$ cat src/design/vpc_pkg.sv
package vpc_pkg;

  localparam int VIP_ENTRIES_DEF = 4;
  localparam int QUEUES_DEF      = 4;
  localparam int FIFO_DEPTH      = 2;

  localparam int KEY_W  = 128;
  localparam int MASK_W = 4;

  localparam logic OP_PACKET      = 1'b0;
  localparam logic OP_TABLE_WRITE = 1'b1;

  localparam logic [2:0] ACT_ABORTED  = 3'd0;
  localparam logic [2:0] ACT_DROP     = 3'd1;
  localparam logic [2:0] ACT_PASS     = 3'd2;
  localparam logic [2:0] ACT_TX       = 3'd3;
  localparam logic [2:0] ACT_REDIRECT = 3'd4;

  localparam logic [15:0] ETYPE_IPV4  = 16'h0800;
  localparam logic [15:0] ETYPE_IPV6  = 16'h86DD;
  localparam logic [15:0] IPV4_MAPPED = 16'hffff;

  // Byte positions inside the frame
  localparam logic [6:0] POS_ETYPE_HI  = 7'd12;
  localparam logic [6:0] POS_ETYPE_LO  = 7'd13;
  localparam logic [6:0] POS_MIN_LAST  = 7'd14;
  localparam logic [6:0] POS_V4_FIRST  = 7'd30;
  localparam logic [6:0] POS_V4_LAST   = 7'd33;
  localparam logic [6:0] POS_V4_END    = 7'd34;
  localparam logic [6:0] POS_V6_FIRST  = 7'd38;
  localparam logic [6:0] POS_V6_LAST   = 7'd53;
  localparam logic [6:0] POS_V6_END    = 7'd54;
  localparam logic [6:0] POS_SATURATED = 7'd127;

  typedef enum logic {
    JOB_WRITE,
    JOB_FRAME
  } job_kind_t;

  typedef enum logic [1:0] {
    CLS_PASS,
    CLS_ABORT,
    CLS_LOOKUP
  } frame_class_t;

  typedef struct packed {
    logic        operation;
    logic [7:0]  data_byte;
    logic        last_byte;
    logic [7:0]  rx_queue;
    logic [1:0]  entry_index;
    logic [63:0] entry_key_high;
    logic [63:0] entry_key_low;
    logic [2:0]  entry_action;
    logic        entry_valid;
  } item_t;

  typedef struct packed {
    logic [2:0] action;
    logic       address_matched;
  } result_t;

  typedef struct packed {
    job_kind_t        kind;
    frame_class_t     cls;
    logic [KEY_W-1:0] key;
    logic [7:0]       queue;
    logic [1:0]       index;
    logic [2:0]       entry_action;
    logic             entry_valid;
  } job_t;

endpackage

$ cat src/design/vpc_front.sv
module vpc_front (
  input  logic           clk,
  input  logic           rst,
  input  logic           item_valid,
  output logic           item_stall,
  input  vpc_pkg::item_t item,
  output logic           push,
  output vpc_pkg::job_t  job,
  input  logic           full
);
  import vpc_pkg::*;

  logic [6:0]       byte_position, byte_position_next;
  logic [15:0]      ether_type, ether_type_next;
  logic [KEY_W-1:0] dest_address, dest_address_next;
  logic [7:0]       frame_queue, frame_queue_next;
  logic             accept, is_packet, frame_ok;

  assign item_stall = full;
  assign accept     = item_valid && !full;
  assign is_packet  = item.operation == OP_PACKET;

  always_comb begin
    byte_position_next = byte_position;
    ether_type_next    = ether_type;
    dest_address_next  = dest_address;
    frame_queue_next   = frame_queue;
    if (accept && is_packet) begin
      if (byte_position == 7'd0) begin
        frame_queue_next  = item.rx_queue;
        ether_type_next   = 16'd0;
        dest_address_next = '0;
      end
      if (byte_position == POS_ETYPE_HI || byte_position == POS_ETYPE_LO) begin
        ether_type_next = {ether_type_next[7:0], item.data_byte};
      end
      if ((ether_type == ETYPE_IPV4 && byte_position >= POS_V4_FIRST &&
           byte_position <= POS_V4_LAST) ||
          (ether_type == ETYPE_IPV6 && byte_position >= POS_V6_FIRST &&
           byte_position <= POS_V6_LAST)) begin
        dest_address_next = {dest_address_next[KEY_W-9:0], item.data_byte};
      end
      if (item.last_byte) begin
        byte_position_next = 7'd0;
      end else if (byte_position != POS_SATURATED) begin
        byte_position_next = byte_position + 7'd1;
      end
    end
  end

  always_ff @(posedge clk) begin
    if (rst) begin
      byte_position <= 7'd0;
      ether_type    <= 16'd0;
      dest_address  <= '0;
      frame_queue   <= 8'd0;
    end else begin
      byte_position <= byte_position_next;
      ether_type    <= ether_type_next;
      dest_address  <= dest_address_next;
      frame_queue   <= frame_queue_next;
    end
  end

  // The EtherType register is final once the frame reaches the minimum length
  assign frame_ok = (ether_type == ETYPE_IPV6) ? (byte_position >= POS_V6_END)
                                               : (byte_position >= POS_V4_END);

  assign push = accept && (!is_packet || item.last_byte);

  always_comb begin
    job.kind         = is_packet ? JOB_FRAME : JOB_WRITE;
    job.cls          = CLS_PASS;
    job.queue        = (byte_position == 7'd0) ? item.rx_queue : frame_queue;
    job.index        = item.entry_index;
    job.entry_action = item.entry_action;
    job.entry_valid  = item.entry_valid;
    if (byte_position >= POS_MIN_LAST &&
        (ether_type == ETYPE_IPV4 || ether_type == ETYPE_IPV6)) begin
      job.cls = frame_ok ? CLS_LOOKUP : CLS_ABORT;
    end
    if (!is_packet) begin
      job.key = {item.entry_key_high, item.entry_key_low};
    end else if (ether_type == ETYPE_IPV6) begin
      job.key = dest_address_next;
    end else begin
      job.key = {64'd0, 16'd0, IPV4_MAPPED, dest_address_next[31:0]};
    end
  end

endmodule

$ cat src/design/vpc_fifo.sv
module vpc_fifo (
  input  logic          clk,
  input  logic          rst,
  input  logic          push,
  input  vpc_pkg::job_t wr_job,
  output logic          full,
  output logic          not_empty,
  input  logic          pop,
  output vpc_pkg::job_t rd_job
);
  import vpc_pkg::*;

  localparam int PTR_W = $clog2(FIFO_DEPTH);

  job_t             slots [FIFO_DEPTH];
  logic [PTR_W-1:0] wr_ptr, rd_ptr;
  logic [PTR_W:0]   count;

  assign full      = count == (PTR_W+1)'(FIFO_DEPTH);
  assign not_empty = count != '0;
  assign rd_job    = slots[rd_ptr];

  always_ff @(posedge clk) begin
    if (push) begin
      slots[wr_ptr] <= wr_job;
    end
  end

  always_ff @(posedge clk) begin
    if (rst) begin
      wr_ptr <= '0;
      rd_ptr <= '0;
      count  <= '0;
    end else begin
      if (push) begin
        wr_ptr <= wr_ptr + 1'b1;
      end
      if (pop) begin
        rd_ptr <= rd_ptr + 1'b1;
      end
      case ({push, pop})
        2'b10:   count <= count + 1'b1;
        2'b01:   count <= count - 1'b1;
        default: count <= count;
      endcase
    end
  end

endmodule

$ cat src/design/vpc_back.sv
module vpc_back #(
  parameter int VIP_ENTRIES = vpc_pkg::VIP_ENTRIES_DEF,
  parameter int QUEUES      = vpc_pkg::QUEUES_DEF
) (
  input  logic                       clk,
  input  logic                       rst,
  input  logic                       job_valid,
  input  vpc_pkg::job_t              job,
  output logic                       pop,
  output logic                       result_valid,
  input  logic                       result_stall,
  output vpc_pkg::result_t           result,
  input  logic                       cfg_valid,
  output logic                       cfg_ready,
  input  logic [vpc_pkg::MASK_W-1:0] cfg_data
);
  import vpc_pkg::*;

  localparam logic [MASK_W-1:0] QUEUE_MASK =
    (QUEUES >= MASK_W) ? {MASK_W{1'b1}} : MASK_W'((1 << QUEUES) - 1);

  logic [KEY_W-1:0]  vip_keys    [VIP_ENTRIES];
  logic [2:0]        vip_actions [VIP_ENTRIES];
  logic [VIP_ENTRIES-1:0] vip_valid;
  logic [MASK_W-1:0] socket_queue_mask;

  logic       out_free, write_pop, frame_pop, found, redirect_ok;
  logic [2:0] sel_action;
  result_t    verdict;

  assign cfg_ready = 1'b1;
  assign out_free  = !result_valid || !result_stall;
  assign pop       = job_valid && (job.kind == JOB_WRITE || out_free);
  assign write_pop = pop && job.kind == JOB_WRITE;
  assign frame_pop = pop && job.kind == JOB_FRAME;

  always_ff @(posedge clk) begin
    if (rst) begin
      socket_queue_mask <= '0;
    end else if (cfg_valid) begin
      socket_queue_mask <= cfg_data & QUEUE_MASK;
    end
  end

  always_ff @(posedge clk) begin
    for (int i = 0; i < VIP_ENTRIES; i++) begin
      if (write_pop && 32'(job.index) == 32'(i)) begin
        vip_keys[i]    <= job.key;
        vip_actions[i] <= job.entry_action;
      end
    end
  end

  always_ff @(posedge clk) begin
    if (rst) begin
      vip_valid <= '0;
    end else begin
      for (int i = 0; i < VIP_ENTRIES; i++) begin
        if (write_pop && 32'(job.index) == 32'(i)) begin
          vip_valid[i] <= job.entry_valid;
        end
      end
    end
  end

  // Scan from the top so the lowest matching slot wins
  always_comb begin
    found      = 1'b0;
    sel_action = ACT_PASS;
    for (int i = VIP_ENTRIES - 1; i >= 0; i--) begin
      if (vip_valid[i] && vip_keys[i] == job.key) begin
        found      = 1'b1;
        sel_action = vip_actions[i];
      end
    end
  end

  assign redirect_ok = job.queue < 8'(MASK_W) && socket_queue_mask[job.queue[1:0]];

  always_comb begin
    verdict.action          = ACT_PASS;
    verdict.address_matched = 1'b0;
    case (job.cls)
      CLS_ABORT: verdict.action = ACT_ABORTED;
      CLS_LOOKUP: begin
        if (found) begin
          verdict.address_matched = 1'b1;
          if (redirect_ok) begin
            verdict.action = ACT_REDIRECT;
          end else if (sel_action <= ACT_REDIRECT) begin
            verdict.action = sel_action;
          end else begin
            verdict.action = ACT_DROP;
          end
        end
      end
      default: verdict.action = ACT_PASS;
    endcase
  end

  always_ff @(posedge clk) begin
    if (rst) begin
      result_valid <= 1'b0;
    end else if (frame_pop) begin
      result_valid <= 1'b1;
    end else if (!result_stall) begin
      result_valid <= 1'b0;
    end
  end

  always_ff @(posedge clk) begin
    if (frame_pop) begin
      result <= verdict;
    end
  end

endmodule

$ cat src/design/vip_packet_classifier.sv
// Destination-address filter for Ethernet frames. Frame bytes and table-write
// beats share one input channel and are accepted one per cycle; the channel
// stalls only while the two-entry job queue between the parser and the lookup
// stage is full, which happens when the result side stalls. The verdict of a
// frame passes through the queue register, then the result register, after
// its last byte is accepted, and the four-slot key compare is combinational.
// Table writes take effect in order with the frames around them: a frame
// whose last byte came before a write is looked up in the old table. The
// socket queue mask is written through the configuration channel, which is
// always ready, and should be written only while no frame is in flight.
module vip_packet_classifier #(
  parameter int VIP_ENTRIES = vpc_pkg::VIP_ENTRIES_DEF,
  parameter int QUEUES      = vpc_pkg::QUEUES_DEF
) (
  input  logic                       clk,
  input  logic                       rst,
  input  logic                       item_valid,
  output logic                       item_stall,
  input  vpc_pkg::item_t             item,
  output logic                       result_valid,
  input  logic                       result_stall,
  output vpc_pkg::result_t           result,
  input  logic                       cfg_valid,
  output logic                       cfg_ready,
  input  logic [vpc_pkg::MASK_W-1:0] cfg_data
);
  import vpc_pkg::*;

  job_t front_job, head_job;
  logic push, full, not_empty, pop;

  vpc_front u_front (
    .clk        (clk),
    .rst        (rst),
    .item_valid (item_valid),
    .item_stall (item_stall),
    .item       (item),
    .push       (push),
    .job        (front_job),
    .full       (full)
  );

  vpc_fifo u_fifo (
    .clk       (clk),
    .rst       (rst),
    .push      (push),
    .wr_job    (front_job),
    .full      (full),
    .not_empty (not_empty),
    .pop       (pop),
    .rd_job    (head_job)
  );

  vpc_back #(
    .VIP_ENTRIES (VIP_ENTRIES),
    .QUEUES      (QUEUES)
  ) u_back (
    .clk          (clk),
    .rst          (rst),
    .job_valid    (not_empty),
    .job          (head_job),
    .pop          (pop),
    .result_valid (result_valid),
    .result_stall (result_stall),
    .result       (result),
    .cfg_valid    (cfg_valid),
    .cfg_ready    (cfg_ready),
    .cfg_data     (cfg_data)
  );

  a_no_hit_verdict : assert property (@(posedge clk) disable iff (rst)
    result_valid && !result.address_matched |->
      result.action == ACT_PASS || result.action == ACT_ABORTED)
    else $error("verdict without a table hit is neither pass nor aborted");

  a_redirect_needs_hit : assert property (@(posedge clk) disable iff (rst)
    result_valid && result.action == ACT_REDIRECT |-> result.address_matched)
    else $error("redirect without a table hit");

  a_result_from_frame : assert property (@(posedge clk) disable iff (rst)
    $rose(result_valid) |-> $past(pop && head_job.kind == JOB_FRAME))
    else $error("result raised without a frame job leaving the queue");

  a_pop_nonempty : assert property (@(posedge clk) disable iff (rst)
    pop |-> not_empty)
    else $error("job queue popped while empty");

endmodule

$ cat config.mk
export PLATFORM = sky130hd
export DESIGN_NAME = vip_packet_classifier
export DESIGN_NICKNAME = d
export VERILOG_FILES = /design/src/design/vpc_pkg.sv /design/src/design/vpc_front.sv /design/src/design/vpc_fifo.sv /design/src/design/vpc_back.sv /design/src/design/vip_packet_classifier.sv
export SDC_FILE = /design/constraint.sdc
export NUM_CORES = 2
export LEC_CHECK = 0
export ABC_AREA = 1
export BUFFER_PORTS_ARGS = -buffer_cell sky130_fd_sc_hd__buf_2
export CAP_MARGIN = 10
export CELL_PAD_IN_SITES_DETAIL_PLACEMENT = 0
export CELL_PAD_IN_SITES_GLOBAL_PLACEMENT = 1
export CORE_UTILIZATION = 48
export DETAILED_ROUTE_END_ITERATION = 6
export HOLD_SLACK_MARGIN = 0.1
export PLACE_DENSITY_LB_ADDON = 0.1
export SLEW_MARGIN = 10
export SYNTH_ARGS = -nofsm -noshare
export SYNTH_HDL_FRONTEND = slang
export SYNTH_SLANG_ARGS = --single-unit
$ cat constraint.sdc
create_clock -name clk -period 14.13 [get_ports clk]
set_input_delay 2.826 -clock clk [delete_from_list [all_inputs] [get_ports clk]]
set_output_delay 2.826 -clock clk [all_outputs]
set_load 0.02 [all_outputs]
==> out/results.txt <==
The run finished with clean final reports. During synthesis, Yosys emitted a total of 0 warnings. The via count of the first global-routing pass came out at 32,220. At the end of routability-driven placement, the weighted congestion stood at 0.9897. Buffers inserted during clock tree synthesis total 109.

The analysis attributes to cell leakage a power of 20.04 nW. Buffers placed on the I/O ports in this run total 166. The worst setup path is of the in -> reg kind. Summed over all nets, the half-perimeter wirelength after detailed placement is 122,000 µm. Between clock sinks in the finished design, the worst skew comes to 29.46 ps.

The tools report the final count of negative-setup-slack endpoints as 0. For this configuration, the core starts out at a cell density of 48.63%. The share of synthesized area in the top cell type comes to 53.96%. The worst register-to-register path ends at u_back.result[3]$_DFFE_PP_. The run gives 0 as the overall overflow remaining after global route. Setup repair after global routing left no endpoint under its margin. The tools report the part of the power in combinational logic as 32.1%.

The run gives 6 as the length of the first detailed-routing pass in iterations. In this run the remaining antenna-violating nets after routing total 0. The path class of the tightest hold or removal check is reg -> reg. The die extent in y was 310.0 µm; the synthesis-to-layout area growth was 12.48%. Area taken by flip-flops and latches: 0.02803 mm². The clock period minus final worst setup slack was 6113 ps; the cts-stage hold buffer count was 0. At the pin with the least slew margin, the transition time is 1053 ps. Most instantiated flip-flop cell in the synthesis netlist: sky130_fd_sc_hd__edfxtp_1.

Counting flops with a built-in enable in the synthesized netlist gives 818. The number of different library cells used by synthesis comes to 47. Across the run, the number of max-cap violations was 0.

Synthesis produced a netlist whose cell count is 4,947. TritonCTS built the clock tree. For the final routed database, the setup TNS stands at 0 ps. The tools report the overall power after layout as 10.25 mW. The worst setup path is launched from an input port.

In the post-route analysis, the smallest setup slack over all paths is 8017 ps. At the worst endpoint, the required time is 14,590 ps. The number of top-level pins came out at 168.

Among the stages of the critical path, the cell type that occurs most often is sky130_fd_sc_hd__buf_4. Launch point of the worst hold path: u_fifo.rd_ptr$_SDFFE_PP0P_. For the final instance area, the log shows 0.05120 mm². Along the worst path, the maximum fanout reaches 85. The clock reaches the later pin of the worst-skew pair after 710 ps. The worst reg-to-reg path cell count came out at 19. After clock tree synthesis, the clock-pin slew on the worst setup and hold paths is 60 ps. Remaining max-slew budget at the tightest pin: 29.64%. The maximum cell stage delay along the critical path works out to 750 ps. Entering global routing, the biggest net connects 134 pins.

The maximum resistive drop on vdd was 0.1107 mV. The floorplan has 112 rows. The count of final max-slew check failures is 0. The count of instances resized after the clock tree is built was 0. Walking the worst path, the cells encountered are buf_4 -> clkinv_1 -> nand3_1 -> inv_6 -> buf_4 -> buf_4 -> o21ai_0 -> o21ai_0. In this run the post-CTS setup repair buffer count came out at 0. Among all stages on the critical path, the largest delay is contributed by sky130_fd_sc_hd__buf_4.

The combined area of all synthesized cells was 0.04552 mm². The die covers 0.09608 mm². The achievable frequency is 163.6 MHz, and the count of cells along the worst hold path is 1. The number of filler instances in the final layout is 8,606. Measured along the x axis, the die boundary spans 310.0 µm. The share of final-layout standard cells stronger than drive strength 1 works out to 8.561%. The core footprint is 0.09361 mm². The logs give 34.38% for the total track usage and 35,560 for the total vias in the final route. The ratio of final minimum period to clock period came out at 43.26%.

In this run the cell area measured after placement is 0.04760 mm². The number of antenna violations at the first check in global routing is 7. The first global-routing pass estimated 230,700 µm of wire.

For the remaining routing DRC violations, the log shows 0. The internal power of the cells totals 6.291 mW. Sequential cells burn 39.5% of the power. The run gives 4,838 as the initial detailed-routing violation count. The clock network burns 28.4% of the power. The fraction of power spent switching nets is 38.64%. Dividing the detail-routed wire length by the instance count gives 25.61 µm. The largest buffer count on any clock path was 3; the sequential element share of the synthesized area was 61.57%. The post-synth net total is 5,115, and the H-tree depth is 3. Cell at the root of the clock tree: sky130_fd_sc_hd__clkbuf_16. The run gives 0.01482 mm² as the multi-input logic area.

Synthesis inferred 991 register bits. The capturing element type of the critical path is a flip-flop. After synthesis, the cell types taking the most area are sky130_fd_sc_hd__edfxtp_1 (54%), sky130_fd_sc_hd__nand2_1 (13%), sky130_fd_sc_hd__dfxtp_1 (7.6%). For flop-to-flop paths, the worst setup slack is 9080 ps. The run gives 0 as the number of hold-slack violations in the final timing report. The share of synthesized flip-flops with an asynchronous set or reset works out to 0%.

CTS saw 991 sinks. The ratio of total power to cell area came out at 200.2 mW/mm². In the final design database the tool counted 5,274 nets. Summed over all layers, the routed wires come to 165,300 µm.

The average size of a mapped cell is 9.202 µm², and the via density per instance is 5.510. Biggest area consumer among synthesized cells: sky130_fd_sc_hd__edfxtp_1. For this design the total switching power over the nets is 3.961 mW. The arrival time of data at the critical path endpoint was 6570 ps; the worst setup slack after placement was 7496 ps.
[logic make-up (layout without fill, tap and decap cells)]
logic type,after synthesis,in the layout,synth area share [%]
flops,991,991,61.57
simple gates,2533,2533,22.51
buf+inv,685,936,5.995
compound gates,567,567,6.591
xor+xnor,163,163,3.136
other cells,1,2,0.008238
fa+ha+maj,7,7,0.1924
[per-layer routing]
layer	global-route usage, %	share of wire [%]
met3	6.355	10
met1	51.02	43
met5	0	0
met4	11.25	3.2
met2	50.66	43
[state kept, by name, summed over array words and instances, names as in the netlist, named ones only]
| name | cells |
|---|---|
| u_back.result | 4 |
| u_back.result_valid | 1 |
| u_back.socket_queue_mask | 4 |
| u_back.vip_actions | 12 |
| u_back.vip_keys | 512 |
| u_back.vip_valid | 4 |
| u_fifo.count | 2 |
| u_fifo.rd_ptr | 1 |
| u_fifo.slots | 290 |
| u_fifo.wr_ptr | 1 |
| u_front.byte_position | 7 |
| u_front.dest_address | 128 |
| u_front.ether_type | 16 |
| u_front.frame_queue | 8 |
[cell type report]
| cell class | count | area share [%] |
|---|---|---|
| clock buffer | 149 | 5.884 |
| multi-input combinational | 3271 | 28.94 |
| antenna | 1 | 0.004887 |
| timing repair buffer | 204 | 2.312 |
| tap | 1254 | 3.064 |
| inverter | 529 | 3.900 |
| sequential | 991 | 54.75 |
| clock inverter | 54 | 1.149 |
[metrics by stage]
stage	std cells	utilization, %	hold slack (ps)
6_report	6453	54.70	449.5
5_1_grt	6452	54.69	478.2
4_1_cts	6452	54.69	450.0
3_5_place_dp	6249	50.85	439.7
3_3_place_gp	6249	50.85	435.3
2_1_floorplan	4947	-	424.5
[critical path: cells and delay by family]
| family | cells | cell delay (ps) |
|---|---|---|
| AOI/OAI and AO/OA | 2 | 620 |
| buffers and inverters | 5 | 2650 |
| and+or+nand+nor | 1 | 250 |
[layout by cell type, fill, tap and decap left out, types with 10 or more instances in the layout]
master                      netlist  routed
sky130_fd_sc_hd__a21oi_1         63      63
sky130_fd_sc_hd__o21ai_1         35      35
sky130_fd_sc_hd__clkbuf_1        98      31
sky130_fd_sc_hd__nand2_1       1544    1542
sky130_fd_sc_hd__xor2_1          36      36
sky130_fd_sc_hd__nand2_2         48      49
sky130_fd_sc_hd__edfxtp_1       818     818
sky130_fd_sc_hd__o22ai_1         16      16
sky130_fd_sc_hd__clkinv_1         2      18
sky130_fd_sc_hd__o21ai_0        399     399
sky130_fd_sc_hd__nor3_1          31      27
sky130_fd_sc_hd__clkinv_2         0      20
sky130_fd_sc_hd__a31oi_1         10      10
sky130_fd_sc_hd__inv_1          521     520
sky130_fd_sc_hd__nor2_1         548     546
sky130_fd_sc_hd__o211ai_1        20      20
sky130_fd_sc_hd__xnor2_1        127     127
sky130_fd_sc_hd__buf_2           40     164
sky130_fd_sc_hd__clkbuf_16        0     113
sky130_fd_sc_hd__buf_4            4      35
sky130_fd_sc_hd__nand4_1         20      20
sky130_fd_sc_hd__nand3_1        303     303
sky130_fd_sc_hd__dfxtp_1        173     172
sky130_fd_sc_hd__bufinv_16        0      12
[cells in the mapped netlist, types with 2 or more instances]
master,number
sky130_fd_sc_hd__nand2_1,1544
sky130_fd_sc_hd__edfxtp_1,818
sky130_fd_sc_hd__nor2_1,548
sky130_fd_sc_hd__inv_1,521
sky130_fd_sc_hd__o21ai_0,399
sky130_fd_sc_hd__nand3_1,303
sky130_fd_sc_hd__dfxtp_1,173
sky130_fd_sc_hd__xnor2_1,127
sky130_fd_sc_hd__clkbuf_1,98
sky130_fd_sc_hd__a21oi_1,63
sky130_fd_sc_hd__nand2_2,48
sky130_fd_sc_hd__buf_2,40
sky130_fd_sc_hd__xor2_1,36
sky130_fd_sc_hd__o21ai_1,35
sky130_fd_sc_hd__nor3_1,31
sky130_fd_sc_hd__nand4_1,20
sky130_fd_sc_hd__o211ai_1,20
sky130_fd_sc_hd__o22ai_1,16
sky130_fd_sc_hd__buf_6,12
sky130_fd_sc_hd__a31oi_1,10
sky130_fd_sc_hd__a22oi_1,8
sky130_fd_sc_hd__ha_1,7
sky130_fd_sc_hd__nand3b_1,7
sky130_fd_sc_hd__nor4_1,7
sky130_fd_sc_hd__or2_2,7
sky130_fd_sc_hd__inv_2,5
sky130_fd_sc_hd__a211oi_1,4
sky130_fd_sc_hd__a311oi_1,4
sky130_fd_sc_hd__buf_4,4
sky130_fd_sc_hd__nand2_4,4
sky130_fd_sc_hd__nor2_2,4
sky130_fd_sc_hd__nor3b_1,3
sky130_fd_sc_hd__o2bb2ai_1,3
sky130_fd_sc_hd__buf_1,2
sky130_fd_sc_hd__clkinv_1,2
sky130_fd_sc_hd__nand3_2,2
sky130_fd_sc_hd__or4_1,2
[power groups by stage]
| stage | Combinational [mW] | Sequential (mW) | Clock [mW] |
|---|---|---|---|
| 6_report | 3.29 | 4.05 | 2.91 |
| 5_1_grt | 3.50 | 4.09 | 3.03 |
| 4_1_cts | 3.24 | 4.04 | 2.92 |
| 3_5_place_dp | 3.23 | 4.10 | 0 |
| 3_3_place_gp | 3.20 | 4.10 | 0 |
| 2_1_floorplan | 1.88 | 4.12 | 0 |
[worst max-delay path by stage]
stage | startpoint | to | slack (ps) | cells past startpoint
floorplan | flip-flop | u_back.vip_valid[0]$_SDFFE_PP0P_ | 2780 | 10
global placement | item[151] | u_fifo.slots[1][120]$_DFFE_PP_ | 7560 | 9
detailed placement | item[151] | u_fifo.slots[1][120]$_DFFE_PP_ | 7500 | 9
CTS | item[151] | u_fifo.slots[1][117]$_DFFE_PP_ | 8230 | 9
global route | item[151] | u_fifo.slots[1][117]$_DFFE_PP_ | 7800 | 9
finish | item[151] | u_fifo.slots[1][120]$_DFFE_PP_ | 8020 | 8
Note: power is estimated with default switching activity, not from simulation.
